===== config.mk =====
export PLATFORM = sky130hd
export DESIGN_NAME = dilated_time_clock
export DESIGN_NICKNAME = d
export VERILOG_FILES = /design/src/rtl/dtc_pkg.sv /design/src/rtl/dtc_micros.sv /design/src/rtl/dtc_div.sv /design/src/rtl/dilated_time_clock.sv
export SDC_FILE = /design/constraint.sdc
export NUM_CORES = 2
export LEC_CHECK = 0
export ABC_AREA = 1
export BUFFER_PORTS_ARGS = -buffer_cell sky130_fd_sc_hd__buf_2
export CORE_ASPECT_RATIO = 1.1
export CORE_MARGIN = 4
export CORE_UTILIZATION = 44
export DETAILED_ROUTE_END_ITERATION = 8
export PLACE_DENSITY = 0.69
export SYNTH_ARGS = -nofsm -noshare
export SYNTH_HDL_FRONTEND = slang
export SYNTH_HIERARCHICAL = 1
export SYNTH_SLANG_ARGS = --single-unit

===== constraint.sdc =====
create_clock -name clk -period 15.15 [get_ports clk]
set_input_delay 1.515 -clock clk [delete_from_list [all_inputs] [get_ports clk]]
set_output_delay 1.515 -clock clk [all_outputs]
set_load 0.02 [all_outputs]

===== src/rtl/dtc_pkg.sv =====
package dtc_pkg;

    localparam int SEC_W    = 32;
    localparam int USEC_W   = 20;
    localparam int FACTOR_W = 16;
    // microsecond counts up to about 2^53 (base plus elapsed)
    localparam int MICROS_W = 53;
    localparam int DATA_W   = 72;

    localparam logic [USEC_W-1:0] USEC_PER_SEC = USEC_W'(1000000);
    localparam logic [USEC_W-1:0] USEC_MAX     = USEC_W'(999999);

    localparam logic REQ_READ       = 1'b0;
    localparam logic REQ_SET_FACTOR = 1'b1;

endpackage


===== src/rtl/dtc_micros.sv =====
module dtc_micros
    import dtc_pkg::*;
(
    input  logic                clk,
    input  logic [SEC_W-1:0]    sec,
    input  logic [USEC_W-1:0]   usec,
    output logic [MICROS_W-1:0] micros
);

    logic [MICROS_W-1:0] micros_reg;
    logic [MICROS_W-1:0] micros_next;

    // seconds times one million plus microseconds, registered
    always_comb
    begin
        micros_next = MICROS_W'(sec) * MICROS_W'(USEC_PER_SEC) + MICROS_W'(usec);
    end

    always_ff @(posedge clk)
    begin
        micros_reg <= micros_next;
    end

    assign micros = micros_reg;

endmodule


===== src/rtl/dtc_div.sv =====
module dtc_div
    import dtc_pkg::*;
(
    input  logic                clk,
    input  logic                rst_n,
    input  logic                start,
    input  logic [MICROS_W-1:0] dividend,
    input  logic [USEC_W-1:0]   divisor,
    output logic [MICROS_W-1:0] quotient,
    output logic [USEC_W-1:0]   remainder,
    output logic                done
);

    localparam int CNT_W = $clog2(MICROS_W);

    logic                busy_reg,  busy_next;
    logic                done_reg,  done_next;
    logic [CNT_W-1:0]    cnt_reg,   cnt_next;
    logic [MICROS_W-1:0] dvd_reg,   dvd_next;
    logic [USEC_W-1:0]   rem_reg,   rem_next;
    logic [USEC_W-1:0]   dsr_reg,   dsr_next;

    logic [USEC_W:0]     shifted;
    logic [USEC_W:0]     diff;
    logic                ge;

    // one restoring step: shift in the next dividend bit, subtract if it fits
    always_comb
    begin
        shifted = {rem_reg, dvd_reg[MICROS_W-1]};
        ge      = (shifted >= {1'b0, dsr_reg});
        diff    = shifted - {1'b0, dsr_reg};
    end

    always_comb
    begin
        busy_next = busy_reg;
        done_next = 1'b0;
        cnt_next  = cnt_reg;
        dvd_next  = dvd_reg;
        rem_next  = rem_reg;
        dsr_next  = dsr_reg;
        if (busy_reg)
        begin
            dvd_next = {dvd_reg[MICROS_W-2:0], ge};
            rem_next = ge ? diff[USEC_W-1:0] : shifted[USEC_W-1:0];
            cnt_next = cnt_reg - CNT_W'(1);
            if (cnt_reg == '0)
            begin
                busy_next = 1'b0;
                done_next = 1'b1;
            end
        end
        else if (start)
        begin
            busy_next = 1'b1;
            cnt_next  = CNT_W'(MICROS_W - 1);
            dvd_next  = dividend;
            rem_next  = '0;
            dsr_next  = divisor;
        end
    end

    always_ff @(posedge clk or negedge rst_n)
    begin
        if (!rst_n)
        begin
            busy_reg <= 1'b0;
            done_reg <= 1'b0;
            cnt_reg  <= '0;
        end
        else
        begin
            busy_reg <= busy_next;
            done_reg <= done_next;
            cnt_reg  <= cnt_next;
        end
    end

    always_ff @(posedge clk)
    begin
        dvd_reg <= dvd_next;
        rem_reg <= rem_next;
        dsr_reg <= dsr_next;
    end

    assign quotient  = dvd_reg;
    assign remainder = rem_reg;
    assign done      = done_reg;

endmodule


===== src/rtl/dilated_time_clock.sv =====
// Dilated time clock: every transaction on the slave side carries a real-time
// sample and returns base + (real - reference) / factor as seconds and
// microseconds, plus the factor in force afterwards. The first transaction
// after reset captures its sample as base and reference; a set-factor request
// with a new nonzero factor rebases the clock on the dilated time it returns.
// A request passes ST_MUL_NOW, ST_SPAN, ST_DIV_SPAN, ST_DIV_NORM, ST_OUT, with
// ST_MUL_BASE and ST_REBASE before ST_OUT when it rebases: one radix-2 divider,
// one quotient bit per cycle over 53 bits then a done strobe, runs twice (the
// elapsed microseconds by the factor, then the dilated total by one million),
// after the registered seconds-to-microseconds multiply, which a rebase runs
// again on the dilated time. s_tready is high only while no request is in work,
// so the next request can be accepted in the same cycle as the result is
// presented; a finished result waits in the output register without blocking
// the next request, which then holds in ST_OUT until that register is free.
module dilated_time_clock
    import dtc_pkg::*;
(
    input  logic              clk,
    input  logic              rst_n,
    input  logic              s_tvalid,
    output logic              s_tready,
    // real_sec [31:0], real_usec [51:32], new_factor [67:52], zero [71:68]
    input  logic [DATA_W-1:0] s_tdata,
    // req_type [0]
    input  logic              s_tuser,
    output logic              m_tvalid,
    input  logic              m_tready,
    // dilated_sec [31:0], dilated_usec [51:32], factor_now [67:52], zero [71:68]
    output logic [DATA_W-1:0] m_tdata
);

    typedef enum logic [7:0] {
        ST_IDLE     = 8'b0000_0001,
        ST_MUL_NOW  = 8'b0000_0010,
        ST_SPAN     = 8'b0000_0100,
        ST_DIV_SPAN = 8'b0000_1000,
        ST_DIV_NORM = 8'b0001_0000,
        ST_MUL_BASE = 8'b0010_0000,
        ST_REBASE   = 8'b0100_0000,
        ST_OUT      = 8'b1000_0000
    } state_t;

    state_t              state_reg,   state_next;
    logic                kind_reg,    kind_next;
    logic [SEC_W-1:0]    rsec_reg,    rsec_next;
    logic [USEC_W-1:0]   rusec_reg,   rusec_next;
    logic [FACTOR_W-1:0] nf_reg,      nf_next;
    logic                started_reg, started_next;
    logic [MICROS_W-1:0] base_reg,    base_next;
    logic [MICROS_W-1:0] ref_reg,     ref_next;
    logic [FACTOR_W-1:0] dil_reg,     dil_next;
    logic [SEC_W-1:0]    res_sec_reg, res_sec_next;
    logic [USEC_W-1:0]   res_usec_reg, res_usec_next;
    logic                m_valid_reg, m_valid_next;
    logic [SEC_W-1:0]    out_sec_reg, out_sec_next;
    logic [USEC_W-1:0]   out_usec_reg, out_usec_next;
    logic [FACTOR_W-1:0] out_fac_reg, out_fac_next;

    logic [USEC_W-1:0]   in_usec;
    logic [SEC_W-1:0]    mul_sec;
    logic [USEC_W-1:0]   mul_usec;
    logic [MICROS_W-1:0] mul_q;
    logic [MICROS_W-1:0] ref_eff;
    logic                div_start;
    logic [MICROS_W-1:0] div_dividend;
    logic [USEC_W-1:0]   div_divisor;
    logic [MICROS_W-1:0] div_quot;
    logic [USEC_W-1:0]   div_rem;
    logic                div_done;
    logic                rebase;

    assign in_usec = (s_tdata[51:32] >= USEC_PER_SEC) ? USEC_MAX : s_tdata[51:32];

    // the multiplier serves the sample first, then the rebased dilated time
    assign mul_sec  = (state_reg == ST_MUL_BASE) ? res_sec_reg  : rsec_reg;
    assign mul_usec = (state_reg == ST_MUL_BASE) ? res_usec_reg : rusec_reg;

    dtc_micros u_micros (
        .clk    (clk),
        .sec    (mul_sec),
        .usec   (mul_usec),
        .micros (mul_q)
    );

    dtc_div u_div (
        .clk       (clk),
        .rst_n     (rst_n),
        .start     (div_start),
        .dividend  (div_dividend),
        .divisor   (div_divisor),
        .quotient  (div_quot),
        .remainder (div_rem),
        .done      (div_done)
    );

    // before the first sample the reference is the sample itself
    assign ref_eff = started_reg ? ref_reg : mul_q;
    assign rebase  = (kind_reg == REQ_SET_FACTOR) && (nf_reg != '0) && (nf_reg != dil_reg);

    always_comb
    begin
        div_start    = 1'b0;
        div_dividend = (mul_q > ref_eff) ? (mul_q - ref_eff) : '0;
        div_divisor  = USEC_W'(dil_reg);
        if (state_reg == ST_SPAN)
        begin
            div_start = 1'b1;
        end
        else if (state_reg == ST_DIV_SPAN)
        begin
            div_start    = div_done;
            div_dividend = base_reg + div_quot;
            div_divisor  = USEC_PER_SEC;
        end
    end

    always_comb
    begin
        state_next    = state_reg;
        kind_next     = kind_reg;
        rsec_next     = rsec_reg;
        rusec_next    = rusec_reg;
        nf_next       = nf_reg;
        started_next  = started_reg;
        base_next     = base_reg;
        ref_next      = ref_reg;
        dil_next      = dil_reg;
        res_sec_next  = res_sec_reg;
        res_usec_next = res_usec_reg;
        m_valid_next  = m_valid_reg;
        out_sec_next  = out_sec_reg;
        out_usec_next = out_usec_reg;
        out_fac_next  = out_fac_reg;

        if (m_valid_reg && m_tready)
        begin
            m_valid_next = 1'b0;
        end

        case (state_reg)
            ST_IDLE:
            begin
                if (s_tvalid)
                begin
                    kind_next  = s_tuser;
                    rsec_next  = s_tdata[31:0];
                    rusec_next = in_usec;
                    nf_next    = s_tdata[67:52];
                    state_next = ST_MUL_NOW;
                end
            end
            ST_MUL_NOW:
            begin
                state_next = ST_SPAN;
            end
            ST_SPAN:
            begin
                if (!started_reg)
                begin
                    started_next = 1'b1;
                    base_next    = mul_q;
                    ref_next     = mul_q;
                end
                state_next = ST_DIV_SPAN;
            end
            ST_DIV_SPAN:
            begin
                if (div_done)
                begin
                    state_next = ST_DIV_NORM;
                end
            end
            ST_DIV_NORM:
            begin
                if (div_done)
                begin
                    res_sec_next  = div_quot[SEC_W-1:0];
                    res_usec_next = div_rem;
                    if (rebase)
                    begin
                        dil_next   = nf_reg;
                        ref_next   = mul_q;
                        state_next = ST_MUL_BASE;
                    end
                    else
                    begin
                        state_next = ST_OUT;
                    end
                end
            end
            ST_MUL_BASE:
            begin
                state_next = ST_REBASE;
            end
            ST_REBASE:
            begin
                base_next  = mul_q;
                state_next = ST_OUT;
            end
            ST_OUT:
            begin
                if (!m_valid_reg || m_tready)
                begin
                    m_valid_next  = 1'b1;
                    out_sec_next  = res_sec_reg;
                    out_usec_next = res_usec_reg;
                    out_fac_next  = dil_reg;
                    state_next    = ST_IDLE;
                end
            end
            default:
            begin
                state_next = ST_IDLE;
            end
        endcase
    end

    always_ff @(posedge clk or negedge rst_n)
    begin
        if (!rst_n)
        begin
            state_reg   <= ST_IDLE;
            started_reg <= 1'b0;
            base_reg    <= '0;
            ref_reg     <= '0;
            dil_reg     <= FACTOR_W'(1);
            m_valid_reg <= 1'b0;
        end
        else
        begin
            state_reg   <= state_next;
            started_reg <= started_next;
            base_reg    <= base_next;
            ref_reg     <= ref_next;
            dil_reg     <= dil_next;
            m_valid_reg <= m_valid_next;
        end
    end

    always_ff @(posedge clk)
    begin
        kind_reg     <= kind_next;
        rsec_reg     <= rsec_next;
        rusec_reg    <= rusec_next;
        nf_reg       <= nf_next;
        res_sec_reg  <= res_sec_next;
        res_usec_reg <= res_usec_next;
        out_sec_reg  <= out_sec_next;
        out_usec_reg <= out_usec_next;
        out_fac_reg  <= out_fac_next;
    end

    assign s_tready = (state_reg == ST_IDLE);
    assign m_tvalid = m_valid_reg;
    assign m_tdata  = {4'b0, out_fac_reg, out_usec_reg, out_sec_reg};

endmodule


# == Word-level counts from Yosys, hierarchy flattened ==
# Index checks and enable logic that the tools add are counted.
# op_classes
n_lt_le_gt_ge,3
n_reduce_logical,18
mul,1
muxes,36
add_sub_neg,5
n_eq_ne,15
bitwise,1
# ops
operator,n
$mux W53,9
$pmux W53 S2,2
$mux W20,5
$pmux W8 S8,1
$add A52 B20 Y53,1
$add A53 B53 Y53,1
$gt A53 B53 Y1,1
$sub A53 B53 Y53,1
$mul A32 B14 Y46 const B,1
$mux W8,5
$mux W32,1
$ge A21 B20 Y1,1
$ge A20 B20 Y1 const B,1
$sub A20 B20 Y20,1
$mux W16,1
$ne A16 B16 Y1,1
$reduce_bool A16 Y1,1
$mux W6,2
$mux W1,10
$reduce_and A2 Y1,5
$eq A8 B1 Y1 const B,1
$eq A8 B2 Y1 const B,1
$eq A8 B3 Y1 const B,1
$eq A8 B4 Y1 const B,1
other kinds (15),24
# word_totals
elab_cells,102
output_inout_bits,74
input_bits,77
ff_bits,475

# == Logic depth before layout (Yosys ltp) ==
# logic_depth
ltp_word,7
depth_mapped,40
depth_no_buf,39

# == Modules after synthesis ==
# Netlist, hierarchy kept.
# modules_own_cells
module,cells_per_inst,n_inst,seq_area_each_um2,area_per_inst_um2
dilated_time_clock,3170,1,8981.1,22444.0
dtc_micros,1544,1,1061.0,11162.0
dtc_div,665,1,2992.9,5575.3

# == Least setup slack after synthesis ==
# Ideal clock, no wire load.
# synth_timing
path_kind,register -> register
from,reg state_reg[2]
to,reg u_micros.micros_reg[40] (netlist: u_micros/micros[40])
t_required_ps,15036
arrival_ps,6505
period_less_slack_ps,6619
path_stages_with_launch,39
setup_slack_ps,8531
setup_ps,114
n_path_buf,1
cell_sequence,dfrtp_1 inv_1 nand2_1 nor2_2 nand2_1 inv_2 clkbuf_1 nand2_1 nand2_1 ha_1 ha_1 inv_1 fa_1 fa_1 inv_1 ha_1 inv_1 fa_1 (+3 left out) inv_1 nand2_1 nand2_1 inv_1 nand3_2 xor2_1 ha_1 nand2_1 nor2_1 nand4_1 o21ai_4 inv_1 nor3_2 nand2_1 nor2_2 nand2_1 xor2_1 inv_1
# synth_between
elab_chain_len,4
elab_cells_between_ends,5
classes_between,add/sub: 1; mul: 1; eq/ne: 1; mux: 2
# synth_rtl
element,line,source
from (decl),dilated_time_clock.sv:43,"state_t state_reg, state_next;"
from (signal assigned),dilated_time_clock.sv:231,state_reg <= state_next;
$eq A8 B6 Y1,dilated_time_clock.sv:75,assign mul_sec = (state_reg == ST_MUL_BASE) ? res_sec_reg : rsec_reg;
$mux W32,dilated_time_clock.sv:75,
via mul_sec[1],dilated_time_clock.sv:60,logic [SEC_W-1:0] mul_sec;
$mul A32 B14 Y46,dtc_micros.sv:16,micros_next = MICROS_W'(sec) * MICROS_W'(USEC_PER_SEC) + MICROS_W'(usec);
$add A52 B20 Y53,dtc_micros.sv:16,
via u_micros.micros_next[40],dtc_micros.sv:11,logic [MICROS_W-1:0] micros_next;
to (signal assigned),dtc_micros.sv:21,micros_reg <= micros_next;
to (decl),dtc_micros.sv:10,logic [MICROS_W-1:0] micros_reg;
# The timed path passes the listed nets, and every way through them passes these cells.
# A chain may end at the register's enable or synchronous reset.

# == Worst setup path after layout ==
# layout_timing
from,reg state_reg[2]
to,reg u_micros.micros_reg[38] (netlist: u_micros/micros[38])
# Same word-level chain as after synthesis.

==> impl_metrics.yaml <==
status:
  outcome: "finished clean"
drt:
  wl_per_cell_um: 18.4
  dr.first_iter.drc_count: 2981
  via_per_inst: 5.11
  antenna_left: 0
  vias: 34300
  drcViolationCount: 0
  drt_first_pass_iters: 5
  wl_um: 123000
clock_tree:
  cts_sinks: 475
  cts_tree: "done"
  ctsHoldBuffers: 0
  cts_root_buf: "clkbuf_16"
  insertion_delay_ns: 0.64
  clk_path_buf_depth: 3
  cts_made_buffers: 52
  post_cts_resized: 0
  clkTransAtPathRegs_ns: 0.06
  post_cts_buffers: 0
  htree_levels: 2
layout:
  area_growth_pct: 9.31
  drive_gt1_share_pct: 7.48
  fin_area_mm2: 0.0428
  final_common_cell: "nand2_1"
  layout.nets: 6017
  layout_common_cells: "nand2_1 (1,898), inv_1 (989), nor2_1 (367)"
  utilization_pct: 48.6
  filler_cell_count: 8886
setup_path:
  end_kind: "register"
  crit_path_frequent_cell: "nand2_1"
  crit_arrival_ns: 9.48
  required_ns: 15.59
  criticalPathCategory: "register to register"
  critPathBufInv: 7
  crit_path_start_kind: "register"
  max_stage_delay_ns: 0.58
  critPathMaxFanout: 48
  cp_slowest_cell: "xor2_1"
  critPathTopFamily: "adder cells"
timing:
  finalMaxSlewViolations: 0
  rsz0062_at_grt: "false"
  timing.fmax_mhz: 111
  final-setup-viol-count: 0
  clock-skew-final_ns: 0.0342
  worstMarginPinSlew_ns: 1.12
  layout_setup_ws_ns: 6.10
  setup-tns-final_ns: 0
  relSlewSlack_pct: 25.5
  period_needed_ns: 9.05
  hold_viol: 0
  period_share_pct: 59.7
place:
  dp_slack_ns: 6.26
  place_area_mm2: 0.0410
  dp_hpwl_um: 100000
  io_buffers: 142
  globalplace.congestion: 0.983
global_routing:
  grt_busiest_layer: "met2"
  grt_pass1_vias: 32900
  grtUsageMet2_pct: 42.9
  grt_use_met1_pct: 35.1
  antenna_found_initial: 4
  grt_start_max_net_pins: 106
  grt_pass1_wl_um: 189000
  globalRouteTotalUtil_pct: 26.0
  grt_util_met3_pct: 3.06
  gr-total-overflow: 0
die:
  dieArea_mm2: 0.0939
  io-pin-count: 151
  chipHeight_um: 321
  num_rows: 114
  start_util_pct: 44.4
  die_w_um: 293
  core-area_mm2: 0.0881
synth:
  ys_seq_elements: 475
  yosys.cell_types.count: 57
  synth_area_mm2: 0.0392
  synthesis.instances: 5379
  yosysSeqAreaShare_pct: 33.3
  synth.avg_cell_area_um2: 7.28
  yosys_warnings: 6
flow_run:
  cap_violations: 0
worst_hold_path:
  min_path_type: "register to register"
## cells by family (layout without fill, tap and decap cells)
kind of cell | Yosys count | after routing | synth area share (%)
AO/OA/AOI/OAI | 497 | 497 | 6.71
XOR/XNOR | 109 | 109 | 2.44
adder cells (fa/ha/maj) | 434 | 434 | 16.5
buffers and inverters | 1098 | 1266 | 10.9
flip-flops | 475 | 475 | 33.3
multiplexers | 53 | 53 | 1.52
other | 1 | 7 | 0.00957
AND/OR/NAND/NOR | 2712 | 2712 | 28.6
## cell type report
class,count,area [µm²],area share [%]
Inverter,1008,3780,8.84
Clock buffer,69,1470,3.43
Sequential cell,475,13000,30.4
Clock inverter,29,315,0.736
Multi-Input combinational cell,3809,21900,51.2
Antenna cell,3,7.51,0.0175
Timing Repair Buffer,160,852,1.99
Tap cell,1160,1450,3.39
## worst paths after layout
path / depth (start not counted) / slack, ns / to / start
worst max-delay path: 32 / 6.10 / u_micros/micros[38] / state_reg[2]
worst min-delay path: 2 / 0.45 / u_micros/micros[2] / rusec_reg[2]
worst max register to register: 32 / 6.10 / u_micros/micros[38] / state_reg[2]
worst min register to register: 2 / 0.45 / u_micros/micros[2] / rusec_reg[2]
max in group asynchronous: 3 / 12.56 / started_reg / rst_n
min in group asynchronous: 1 / 0.84 / ref_reg[36] / rst_n
## worst min-delay path: stages (launching register included)
cell      delay [ns]
edfxtp_1        0.32
nand2_1         0.05
nand2_1         0.05
## synth_stat cells (all sizes together)
library cell | count | area (µm²)
nor2 | 406 | 1670
o21ai | 276 | 1400
a31oi | 3 | 18.8
clkinv | 2 | 7.51
o21bai | 15 | 124
ha | 295 | 3690
and2 | 9 | 56.3
o22ai | 13 | 81.3
dfstp | 2 | 52.6
clkbuf | 47 | 178
buf | 43 | 308
a21boi | 3 | 22.5
nand4 | 51 | 332
nand3 | 214 | 1160
a21o | 6 | 45.0
nand2 | 1946 | 7450
dfxtp | 53 | 1060
nor4 | 12 | 90.1
o2111ai | 1 | 8.76
nor3 | 35 | 190
inv | 1006 | 3780
nand3b | 25 | 188
and3 | 1 | 6.26
dfrtp | 138 | 3450
nor3b | 2 | 15.0
a21oi | 172 | 865
edfxtp | 282 | 8470
o21a | 5 | 37.5
or2 | 11 | 68.8
xor2 | 59 | 517
xnor2 | 50 | 438
mux2 | 53 | 597
conb | 1 | 3.75
fa | 139 | 2780
o31ai | 3 | 22.5
## per-layer routing
metal | vias up | part of all wire [%]
li1 | 17000 | -
met1 | 15900 | 44
met2 | 1096 | 45
met3 | 209 | 6.2
met4 | 0 | 4.5
met5 | - | 0
## per-stage QoR
step           hold WS [ns]  instances
3_5_place_dp          0.432       6612
2_1_floorplan         0.419       5382
4_1_cts               0.448       6710
5_1_grt               0.460       6710
6_report              0.447       6713
3_3_place_gp          0.433       6612
Power is left out: the tool's default activity adds up to more than one toggle a clock period on the data nets, which glitch-free logic cannot reach.
